<file path="src/hdl/lsc_pkg.sv">
// lsc_pkg: shared types and constants for the line splitter
// result kinds, character codes, result and bundle structs
// no dependencies
package lsc_pkg;

	localparam logic [7:0] CH_CR    = 8'd13;
	localparam logic [7:0] CH_LF    = 8'd10;
	localparam logic [7:0] CH_NUL   = 8'd0;
	localparam logic [7:0] CH_SPACE = 8'd32;

	localparam logic [15:0] LIMIT_RESET = 16'd256;
	localparam logic [31:0] POS_MAX     = 32'hFFFF_FFFF;

	typedef enum logic [2:0] {
		KIND_CONTENT  = 3'd0,
		KIND_LINE_END = 3'd1,
		KIND_BREAK    = 3'd2,
		KIND_FINAL    = 3'd3,
		KIND_EOD      = 3'd4
	} kind_t;

	typedef struct packed {
		kind_t       kind;
		logic [7:0]  out_byte;
		logic        starts_line;
		logic [31:0] fragment_offset;
		logic        last_of_run;
	} result_t;

	// results caused by one item: one or two
	typedef struct packed {
		logic    valid;
		logic    two;
		result_t r0;
		result_t r1;
	} bundle_t;

endpackage

</file>
<file path="src/hdl/lsc_if.sv">
// lsc_if: valid/ready channels of the line splitter
// byte channel in, result channel out
// no dependencies
interface lsc_in_if;
	logic       valid;
	logic       ready;
	logic [7:0] data_byte;
	logic       end_of_data;

	modport source (output valid, output data_byte, output end_of_data, input ready);
	modport sink (input valid, input data_byte, input end_of_data, output ready);
endinterface

interface lsc_out_if;
	logic        valid;
	logic        ready;
	logic [2:0]  kind;
	logic [7:0]  out_byte;
	logic        starts_line;
	logic [31:0] fragment_offset;
	logic        last_of_run;

	modport source (output valid, output kind, output out_byte, output starts_line,
		output fragment_offset, output last_of_run, input ready);
	modport sink (input valid, input kind, input out_byte, input starts_line,
		input fragment_offset, input last_of_run, output ready);
endinterface

</file>
<file path="src/hdl/lsc_core.sv">
// lsc_core: line and fragment state, builds the results of one item
// depends on lsc_pkg and lsc_in_if
module lsc_core import lsc_pkg::*; (
	input  logic        clk,
	input  logic        arst_n,
	input  logic        line_limit_we,
	input  logic [15:0] line_limit_wdata,
	lsc_in_if.sink      stream,
	input  logic        q_ready,
	output bundle_t     push
);

	logic [15:0] cap_q;
	logic [15:0] count_q;
	logic        cont_q;
	logic        acr_q;
	logic [31:0] pos_q;
	logic [31:0] frag_q;

	logic [15:0] count_d;
	logic        cont_d;
	logic        acr_d;
	logic [31:0] pos_d;
	logic [31:0] frag_d;
	logic [31:0] pos_inc;
	logic        accept;
	logic        is_eol;
	logic        brk;
	logic        cont1;
	logic [15:0] cnt1;
	logic [31:0] fs;
	result_t     res_content;
	result_t     res_brk;
	result_t     res_eol;
	result_t     res_eod;

	assign stream.ready = q_ready;
	assign accept  = stream.valid & q_ready;
	assign pos_inc = (pos_q == POS_MAX) ? pos_q : pos_q + 32'd1;
	assign is_eol  = (stream.data_byte == CH_CR) || (stream.data_byte == CH_LF);

	always_comb begin
		brk   = (count_q >= cap_q);
		cont1 = brk ? 1'b1 : cont_q;
		cnt1  = brk ? 16'd0 : count_q;
		fs    = (cnt1 == 16'd0) ? pos_q : frag_q;

		res_brk = '{kind: KIND_BREAK, out_byte: 8'd0, starts_line: ~cont_q,
			fragment_offset: frag_q, last_of_run: 1'b0};
		res_content = '{kind: KIND_CONTENT,
			out_byte: (stream.data_byte == CH_NUL) ? CH_SPACE : stream.data_byte,
			starts_line: ~cont1, fragment_offset: fs, last_of_run: 1'b1};
		res_eol = '{kind: KIND_LINE_END, out_byte: CH_CR, starts_line: ~cont_q,
			fragment_offset: (count_q == 16'd0) ? pos_q : frag_q, last_of_run: 1'b1};
		if (count_q != 16'd0) begin
			res_eod = '{kind: KIND_FINAL, out_byte: 8'd0, starts_line: ~cont_q,
				fragment_offset: frag_q, last_of_run: 1'b1};
		end else begin
			res_eod = '{kind: KIND_EOD, out_byte: 8'd0, starts_line: 1'b0,
				fragment_offset: pos_q, last_of_run: 1'b1};
		end

		count_d = count_q;
		cont_d  = cont_q;
		acr_d   = 1'b0;
		pos_d   = pos_q;
		frag_d  = frag_q;
		push    = '{valid: 1'b0, two: 1'b0, r0: res_content, r1: res_content};

		if (stream.end_of_data) begin
			push.valid = accept;
			push.r0    = res_eod;
			if (count_q != 16'd0) begin
				count_d = 16'd0;
				cont_d  = 1'b0;
			end
		end else if (acr_q && (stream.data_byte == CH_LF)) begin
			pos_d = pos_inc;
		end else if (is_eol) begin
			push.valid = accept;
			push.r0    = res_eol;
			count_d    = 16'd0;
			cont_d     = 1'b0;
			acr_d      = (stream.data_byte == CH_CR);
			pos_d      = pos_inc;
			frag_d     = res_eol.fragment_offset;
		end else begin
			push.valid = accept;
			push.two   = brk;
			if (brk) begin
				push.r0 = res_brk;
			end
			count_d = cnt1 + 16'd1;
			cont_d  = cont1;
			pos_d   = pos_inc;
			frag_d  = fs;
		end
	end

	always_ff @(posedge clk or negedge arst_n) begin
		if (!arst_n) begin
			cap_q   <= LIMIT_RESET - 16'd1;
			count_q <= '0;
			cont_q  <= 1'b0;
			acr_q   <= 1'b0;
			pos_q   <= '0;
			frag_q  <= '0;
		end else begin
			if (line_limit_we) begin
				cap_q <= (line_limit_wdata < 16'd2) ? 16'd1 : line_limit_wdata - 16'd1;
			end
			if (accept) begin
				count_q <= count_d;
				cont_q  <= cont_d;
				acr_q   <= acr_d;
				pos_q   <= pos_d;
				frag_q  <= frag_d;
			end
		end
	end

endmodule

</file>
<file path="src/hdl/lsc_out_queue.sv">
// lsc_out_queue: two-entry bundle queue, one result per cycle out when ready
// depends on lsc_pkg and lsc_out_if
module lsc_out_queue import lsc_pkg::*; (
	input  logic     clk,
	input  logic     arst_n,
	input  bundle_t  push,
	output logic     q_ready,
	lsc_out_if.source lines
);

	bundle_t     slot_q [2];
	logic        wr_ptr_q;
	logic        rd_ptr_q;
	logic [1:0]  cnt_q;
	logic        sel_q;
	bundle_t     head;
	result_t     cur;
	logic        take;
	logic        pop;
	logic        do_push;

	assign q_ready = (cnt_q != 2'd2);
	assign head    = slot_q[rd_ptr_q];
	assign cur     = sel_q ? head.r1 : head.r0;
	assign take    = lines.valid & lines.ready;
	assign pop     = take & (~head.two | sel_q);
	assign do_push = push.valid;

	assign lines.valid           = (cnt_q != 2'd0);
	assign lines.kind            = cur.kind;
	assign lines.out_byte        = cur.out_byte;
	assign lines.starts_line     = cur.starts_line;
	assign lines.fragment_offset = cur.fragment_offset;
	assign lines.last_of_run     = cur.last_of_run;

	always_ff @(posedge clk) begin
		if (do_push) begin
			slot_q[wr_ptr_q] <= push;
		end
	end

	always_ff @(posedge clk or negedge arst_n) begin
		if (!arst_n) begin
			wr_ptr_q <= 1'b0;
			rd_ptr_q <= 1'b0;
			cnt_q    <= '0;
			sel_q    <= 1'b0;
		end else begin
			if (do_push) begin
				wr_ptr_q <= ~wr_ptr_q;
			end
			if (pop) begin
				rd_ptr_q <= ~rd_ptr_q;
				sel_q    <= 1'b0;
			end else if (take) begin
				sel_q <= 1'b1;
			end
			unique case ({do_push, pop})
				2'b10:   cnt_q <= cnt_q + 2'd1;
				2'b01:   cnt_q <= cnt_q - 2'd1;
				default: cnt_q <= cnt_q;
			endcase
		end
	end

endmodule

</file>
<file path="src/hdl/line_splitter_crlf_unit.sv">
// Line splitter: takes one byte item per cycle (or an end-of-data mark)
// while the result queue has room; gives content, line-end, fragment-break
// and end results. Results are registered into a two-entry result queue; a
// break makes two results, which leave one per cycle when the receiver is
// ready, so breaks slow the byte flow. The user must write line_limit via
// line_limit_we/line_limit_wdata while the block is idle (not enforced).
// depends on lsc_pkg, lsc_if, lsc_core, lsc_out_queue
module line_splitter_crlf_unit import lsc_pkg::*; (
	input  logic        clk,
	input  logic        arst_n,
	input  logic        line_limit_we,
	input  logic [15:0] line_limit_wdata,
	lsc_in_if.sink      stream,
	lsc_out_if.source   lines
);

	bundle_t push;
	logic    q_ready;

	lsc_core u_core (
		.clk              (clk),
		.arst_n           (arst_n),
		.line_limit_we    (line_limit_we),
		.line_limit_wdata (line_limit_wdata),
		.stream           (stream),
		.q_ready          (q_ready),
		.push             (push)
	);

	lsc_out_queue u_queue (
		.clk     (clk),
		.arst_n  (arst_n),
		.push    (push),
		.q_ready (q_ready),
		.lines   (lines)
	);

endmodule

</file>
<file path="src/flat_wrapper.sv">
// flat-port wrapper written by rule: the top's interface ports become plain ports
module line_splitter_crlf_unit_flat import lsc_pkg::*;
  (clk, arst_n, line_limit_we, line_limit_wdata, stream_valid, stream_data_byte, stream_end_of_data, stream_ready, lines_valid, lines_kind, lines_out_byte, lines_starts_line, lines_fragment_offset, lines_last_of_run, lines_ready);
  lsc_in_if stream_i ();
  lsc_out_if lines_i ();
  input  logic clk;
  input  logic arst_n;
  input  logic line_limit_we;
  input  logic [15:0] line_limit_wdata;
  input wire logic [$bits(stream_i.valid)-1:0] stream_valid;
  input wire logic [$bits(stream_i.data_byte)-1:0] stream_data_byte;
  input wire logic [$bits(stream_i.end_of_data)-1:0] stream_end_of_data;
  output wire logic [$bits(stream_i.ready)-1:0] stream_ready;
  output wire logic [$bits(lines_i.valid)-1:0] lines_valid;
  output wire logic [$bits(lines_i.kind)-1:0] lines_kind;
  output wire logic [$bits(lines_i.out_byte)-1:0] lines_out_byte;
  output wire logic [$bits(lines_i.starts_line)-1:0] lines_starts_line;
  output wire logic [$bits(lines_i.fragment_offset)-1:0] lines_fragment_offset;
  output wire logic [$bits(lines_i.last_of_run)-1:0] lines_last_of_run;
  input wire logic [$bits(lines_i.ready)-1:0] lines_ready;
  assign stream_i.valid = stream_valid;
  assign stream_i.data_byte = stream_data_byte;
  assign stream_i.end_of_data = stream_end_of_data;
  assign stream_ready = stream_i.ready;
  assign lines_valid = lines_i.valid;
  assign lines_kind = lines_i.kind;
  assign lines_out_byte = lines_i.out_byte;
  assign lines_starts_line = lines_i.starts_line;
  assign lines_fragment_offset = lines_i.fragment_offset;
  assign lines_last_of_run = lines_i.last_of_run;
  assign lines_i.ready = lines_ready;
  line_splitter_crlf_unit u_core (.clk(clk), .arst_n(arst_n), .line_limit_we(line_limit_we), .line_limit_wdata(line_limit_wdata), .stream(stream_i), .lines(lines_i));
endmodule
</file>
<file path="config.mk">
export PLATFORM = sky130hd
export DESIGN_NAME = line_splitter_crlf_unit_flat
export DESIGN_NICKNAME = d
export VERILOG_FILES = /design/src/hdl/lsc_pkg.sv /design/src/hdl/lsc_if.sv /design/src/hdl/lsc_core.sv /design/src/hdl/lsc_out_queue.sv /design/src/hdl/line_splitter_crlf_unit.sv /design/src/flat_wrapper.sv
export SDC_FILE = /design/constraint.sdc
export NUM_CORES = 1
export LEC_CHECK = 0
export BUFFER_PORTS_ARGS = -buffer_cell sky130_fd_sc_hd__buf_2
export CAP_MARGIN = 20
export CORE_AREA = 2 2 151 153
export CTS_CLUSTER_SIZE = 8
export DETAILED_ROUTE_END_ITERATION = 12
export DIE_AREA = 0 0 153 155
export PLACE_DENSITY_LB_ADDON = 0.12
export SKIP_CTS_REPAIR_TIMING = 1
export SYNTH_ARGS = -nofsm -noshare
export SYNTH_HDL_FRONTEND = slang
export SYNTH_SLANG_ARGS = --single-unit
</file>
<file path="constraint.sdc">
create_clock -name clk -period 15.7 [get_ports clk]
set_input_delay 1.57 -clock clk [delete_from_list [all_inputs] [get_ports clk]]
set_output_delay 1.57 -clock clk [all_outputs]
set_load 0.005 [all_outputs]
</file>
# --- After elaboration in Yosys (flattened, before gate mapping) ---
# Memory sizes are Yosys's and may differ from the RTL's.
# Cells that the tools add are included.
totals:
  mem_bits_rw: 176
  register_bits: 103
  output_inout_bits: 47
  in_bits: 30
  memories: 1
memory_table:
  columns: ["name", "depth", "word_bits", "read_ports", "rd_ports_with_merged_regs", "write_ports", "line", "rtl"]
  rows:
  - ["u_core.u_queue.slot_q", 2, 88, 1, 0, 1, "lsc_out_queue.sv:11", "bundle_t slot_q [2];"]
classes:
  eq_ne: 8
  n_reduce_logical: 12
  n_addsub: 5
  muxes: 32
  order_cmp: 2
  bitwise: 12
op_table:
  columns: ["op", "n"]
  rows:
  - ["45-bit two-way mux", 3]
  - ["16-bit two-way mux", 6]
  - ["32-bit two-way mux", 3]
  - ["44-bit two-way mux", 2]
  - ["47-bit two-way mux", 1]
  - ["32-bit by 1-bit adder with 32-bit output, second input constant", 1]
  - ["32-bit == test, second input constant", 1]
  - ["16-bit logical NOT", 2]
  - ["16-bit by 1-bit adder with 16-bit output, second input constant", 1]
  - ["8-bit by 4-bit == test with 1-bit output, second input constant", 2]
  - ["16-bit greater-or-equal comparator", 1]
  - ["16-bit by 2-bit < comparator with 1-bit output, second input constant", 1]
  - ["16-bit nonzero test", 1]
  - ["16-bit by 1-bit subtractor with 16-bit output, second input constant", 1]
  - ["1-bit two-way mux", 15]
  - ["3-bit AND reduction", 3]
  - ["8-bit logical NOT", 1]
  - ["8-bit two-way mux", 1]
  - ["1-bit inverter", 8]
  - ["2-bit nonzero test", 3]
  - ["2-bit != test, second input constant", 2]
  - ["2-bit case mux with 2 select lines", 1]
  - ["1-bit bitwise AND", 3]
  - ["2-bit by 1-bit adder with 2-bit output, second input constant", 1]
  - ["other kinds (7)", 7]

# --- Logic depth before layout (Yosys ltp) ---
depth:
  ltp_word: 10
  ltp_mapped: 16
  ltp_nobuf: 15

# --- Cells and area by module ---
# Synthesis repeated with hierarchy kept, for this count alone.
hier_totals:
  hier_cells: 958
  area_unflattened_um2: 13251.5
modules_own_cells:
  columns: ["module", "area_each_um2", "cells_each", "instances"]
  rows:
  - ["lsc_out_queue", 6817.8, 264, 1]
  - ["lsc_core", 6433.7, 694, 1]

# --- Worst setup path after synthesis ---
# OpenSTA, ideal clock, no wires.
synth_path:
  kind: "input port to flip-flop"
  startpoint: "in stream_end_of_data"
  endpoint: "mem u_core.u_queue.slot_q[0][0] in the netlist's numbering (enable)"
  arrival_ns: 6.034
  path_slack_ns: 9.133
  setup_time_ns: 0.533
  path_stages: 5
  cell_sequence: "clkbuf_1 > nor4_2 > nor2_1 > inv_1 > nor2_1"
synth_via:
  elab_chain_cells: 3
synth_lines:
  columns: ["item", "line", "rtl"]
  rows:
  - ["start: declaration", "flat_wrapper.sv:12", "input wire logic [$bits(stream_i.end_of_data)-1:0] stream_end_of_data;"]
  - ["1-bit two-way mux", "lsc_core.sv:70", "if (stream.end_of_data) begin"]
  - ["1-bit two-way mux", "lsc_out_queue.sv:37", "if (do_push) begin"]
  - ["1-bit two-way mux (not written as such)", "lsc_out_queue.sv:38", "slot_q[wr_ptr_q] <= push;"]
  - ["end: declaration", "lsc_out_queue.sv:11", null]
# Every way passes these cells.

# --- Worst setup path in the final report ---
layout_path:
  startpoint: "reg u_core.u_core.count_q[13]"
  endpoint: "reg u_core.u_core.frag_q[0]"
layout_via:
  elab_chain_cells: 5
layout_lines:
  columns: ["item", "line", "rtl"]
  rows:
  - ["start: declaration", "lsc_core.sv:14", "logic [15:0] count_q;"]
  - ["start signal: assignment", "lsc_core.sv:113", "count_q <= count_d;"]
  - ["16-bit greater-or-equal comparator", "lsc_core.sv:43", "brk = (count_q >= cap_q);"]
  - ["16-bit two-way mux", "lsc_core.sv:45", "cnt1 = brk ? 16'd0 : count_q;"]
  - ["16-bit logical NOT", "lsc_core.sv:46", "fs = (cnt1 == 16'd0) ? pos_q : frag_q;"]
  - ["32-bit two-way mux", "lsc_core.sv:46", null]
  - ["32-bit two-way mux (*)", "lsc_core.sv:79", "end else if (is_eol) begin"]
  - ["end signal: assignment", "lsc_core.sv:117", "frag_q <= frag_d;"]
  - ["end: declaration", "lsc_core.sv:18", "logic [31:0] frag_q;"]
# Mark *: on every way between the ends. The rest lies on a longest branch, timed or not.
# A chain may end at the register's enable or synchronous reset.

==> results by group <==
STA
  • Crit share post-route: 27.1%
  • Final Max Slew Viols: 0
  • Crit path time final: 4.26 ns
  • Final setup viols: 0
  • Final Hold Vio Count: 0
  • Peak Freq: 235 MHz
  • Slew @ Worst Pin: 1.01 ns
  • Setup TNS: 0 ns
  • Rel. slew slack: between 30% and 40%
  • Clk_skew: 0.0118 ns
  • RSZ-0062 raised after global routing: no

GRT
  • First-pass GRT wire length: 41900 um
  • Initial antenna violation count: 0
  • Total gr overflow: 0
  • Vias in the first global route: about 8000
  • Tot GR Track Use: 22.1%
  • Pin count of the biggest net entering global routing: 55

Detailed routing
  • Drt pass-1 iters: 5
  • Routed length on met1: 11500 um
  • Starting DRC count in detailed routing: 479
  • Wire per inst: between 15 and 20 um
  • Detailed Route WL: around 26000 um
  • Met2 routed wirelength: roughly 13000 um
  • Max layer used: met4
  • Via count: 7844
  • DRC: 0
  • WL met3: 1220 um
  • Vias/cell: between 5 and 6
  • Antenna Violating Nets Remaining: 0

Setup path
  • Slowest-stage cell, CP: buf_4
  • CP Data Arrival Time: 4.65 ns
  • Critical Path Start Type: flop
  • Critical Path Fanout Max: 33
  • Crit path cell chain: ha_1, a211oi_1, nor2_1, nor4_4, and3_1, and2_1, inv_1, ha_1, inv_1, a41oi_4, buf_4, a21oi_4, buf_4, mux2_2
  • WP data required: 16.10 ns
  • Worst path top cell family by delay: simple AND/OR/NAND/NOR gates
  • Crit Path Category: flop to flop
  • WP buf/inv: 4
  • Worst path max stage delay: between 0.5 and 0.6 ns
  • CP Capture Type: flop

Outcome
  • Outcome: completed

Clocking
  • TritonCTS clock tree: done
  • CTS buffer count: 40
  • H-tree levels: 2
  • Clk_lat worst skew: 0.52 ns
  • Root buf cell: clkbuf_16
  • Sink Count: 277
  • Clk pin slew, worst setup/hold paths: 0.05 ns
  • CTS max path bufs: 3

Finish
  • Nets: 1065
  • Antenna Cells: 0
  • Commonest non-fill, non-tap cell in the layout: edfxtp_1
  • Share of cells above drive strength 1: 22.6%
  • Post-layout util: ~67%
  • Most frequent cells in the layout: edfxtp_1, dfrtp_1, buf_2, mux2i_1, nand2_1
  • Area delta synth->final: 13.9%

Placement
  • Placer Congestion: 0.780
  • DP Wirelength: 15600 um
  • Input/output buffers: 76

Power and ir drop
  • Total Power: 0.00249 W
  • Pleak: 6.25 nW
  • Pwr dens: 167 nW/um2
  • Worst vdd ir: 0.109 mV

Synthesis
  • YS warnings: 0
  • Post-synth EDFFs: 174
  • Seq/Total Area, Yosys: between 50% and 60%
  • Post-synthesis cell count: 935
  • Mapped Area: 13100 um2
  • Syn Area/Cell: 14.0 um2
  • Synth top area cells: edfxtp_1, dfrtp_1, mux4_2
  • #FFs+latches synth: 277
  • Mapped Nets: 986
  • Post-synth top area share: 39.9%
  • Leading area contributor after synthesis: edfxtp_1
  • Async SR Flop Fraction: about 37%
  • Main synth FF type: edfxtp_1
  • Cell variety after synth: 61

Die
  • Ports: 77
  • Chip height: approximately 160 um
  • Num rows: 55
  • Chip width: 153 um
  • Starting Density: approximately 60%
  • Die ar.: 23700 um2
  • Core area: around 22000 um2

Flow run
  • Total of max-cap violations: 0

Min path
  • Tightest Hold Check Type: flop to flop
## final cells by class
type	instances	area, um2
Timing Repair Buffer	88	473
Sequential cell	277	7820
Fill cell	1584	7330
Multi-Input combinational cell	544	4830
Clock inverter	2	21.3
Inverter	63	236
Clock buffer	72	1160
Tap cell	285	357
## layer usage
layer | track usage (%) | vias to the layer above
met5 | 0 | -
met2 | 36.7 | 181
met4 | 5.51 | 0
met1 | 31.1 | 3926
li1 | - | 3705
met3 | 3.76 | 32
## power by group
part,internal [W],switching (W),leakage [nW]
logic,0.000309,0.000342,2.65
registers,0.000943,0.0000965,3.04
clock network,0.000497,0.000300,0.564
total,0.00175,0.000738,6.25
## kinds of logic after synthesis
| family | Yosys count | synth area share (%) |
|---|---|---|
| compound gates | 116 | 6.94 |
| buf+inv | 114 | 3.61 |
| fa+ha+maj | 21 | 2.01 |
| mux | 142 | 16.0 |
| flops | 277 | 59.7 |
| xor+xnor | 48 | 3.21 |
| simple gates | 217 | 8.54 |
## flip-flops by register name, indices dropped and copies added, names as in the netlist
signal and flops:
u_core.u_core.acr_q 1, u_core.u_core.cap_q 16, u_core.u_core.cont_q 1, u_core.u_core.count_q 16
u_core.u_core.frag_q 32, u_core.u_core.pos_q 32, u_core.u_queue.cnt_q 2, u_core.u_queue.rd_ptr_q 1
u_core.u_queue.sel_q 1, u_core.u_queue.slot_q 174, u_core.u_queue.wr_ptr_q 1
## synthesized netlist by cell type (3+ instances only)
cell type  count
xor2_1        16
nand3_1       26
nor2b_1        9
a21oi_1       13
nor4_1        14
and4_1         6
buf_4          3
and2_1         4
edfxtp_1     174
buf_1          7
and3_1         6
xnor2_1       32
nor3_1        14
o21ai_0       20
nand2_1       64
nand2b_1       3
mux2_4        30
nor2_1        36
mux2i_1       68
mux2_2         3
nand4_1       18
buf_6          3
o21a_1         3
or3_1          4
o22ai_1       14
inv_1         63
a21o_1        11
nor3_2         3
clkbuf_1      30
buf_2          8
dfstp_2        8
mux4_2        41
o221ai_1      32
ha_1          21
o22a_1         3
dfrtp_1       95
## worst register-to-register path: cells and delay by family (launching register included)
| family | cells | cell delay [ns] |
|---|---|---|
| AOI/OAI and AO/OA | 3 | 0.47 |
| adders and majority gates | 2 | 0.50 |
| buffers and inverters | 4 | 1.09 |
| DFF | 1 | 0.42 |
| muxes | 1 | 0.42 |
| and+or+nand+nor | 4 | 1.23 |
## path summary, 6_finish.rpt
kind | startpoint | to | slack [ns] | cells past startpoint
worst max-delay path | u_core.u_core.count_q[13]$_DFFE_PN0P_ | u_core.u_core.frag_q[0]$_DFFE_PN0P_ | 11.44 | 14
max in group asynchronous | arst_n | u_core.u_queue.rd_ptr_q$_DFFE_PN0P_ | 13.36 | 2
min in group asynchronous | arst_n | u_core.u_core.cap_q[15]$_DFFE_PN0P_ | 1.09 | 1
worst min-delay path | u_core.u_queue.cnt_q[1]$_DFFE_PN0P_ | u_core.u_queue.cnt_q[1]$_DFFE_PN0P_ | 0.49 | 1
worst min register to register | u_core.u_queue.cnt_q[1]$_DFFE_PN0P_ | u_core.u_queue.cnt_q[1]$_DFFE_PN0P_ | 0.49 | 1
worst max register to register | u_core.u_core.count_q[13]$_DFFE_PN0P_ | u_core.u_core.frag_q[0]$_DFFE_PN0P_ | 11.44 | 14
## metrics by stage
stage | hold WS (ns) | instances | area, um2 | worst slack [ns]
after floorplan | 0.450 | 935 | 13100 | 9.13
after global placement | 0.465 | 1257 | 13700 | 11.52
after detailed placement | 0.483 | 1257 | 13700 | 11.44
after CTS | 0.492 | 1331 | 14900 | 11.43
after global routing | 0.525 | 1331 | 14900 | 11.21
final | 0.487 | 1331 | 14900 | 11.44
Power figures use the tool's default switching activity.
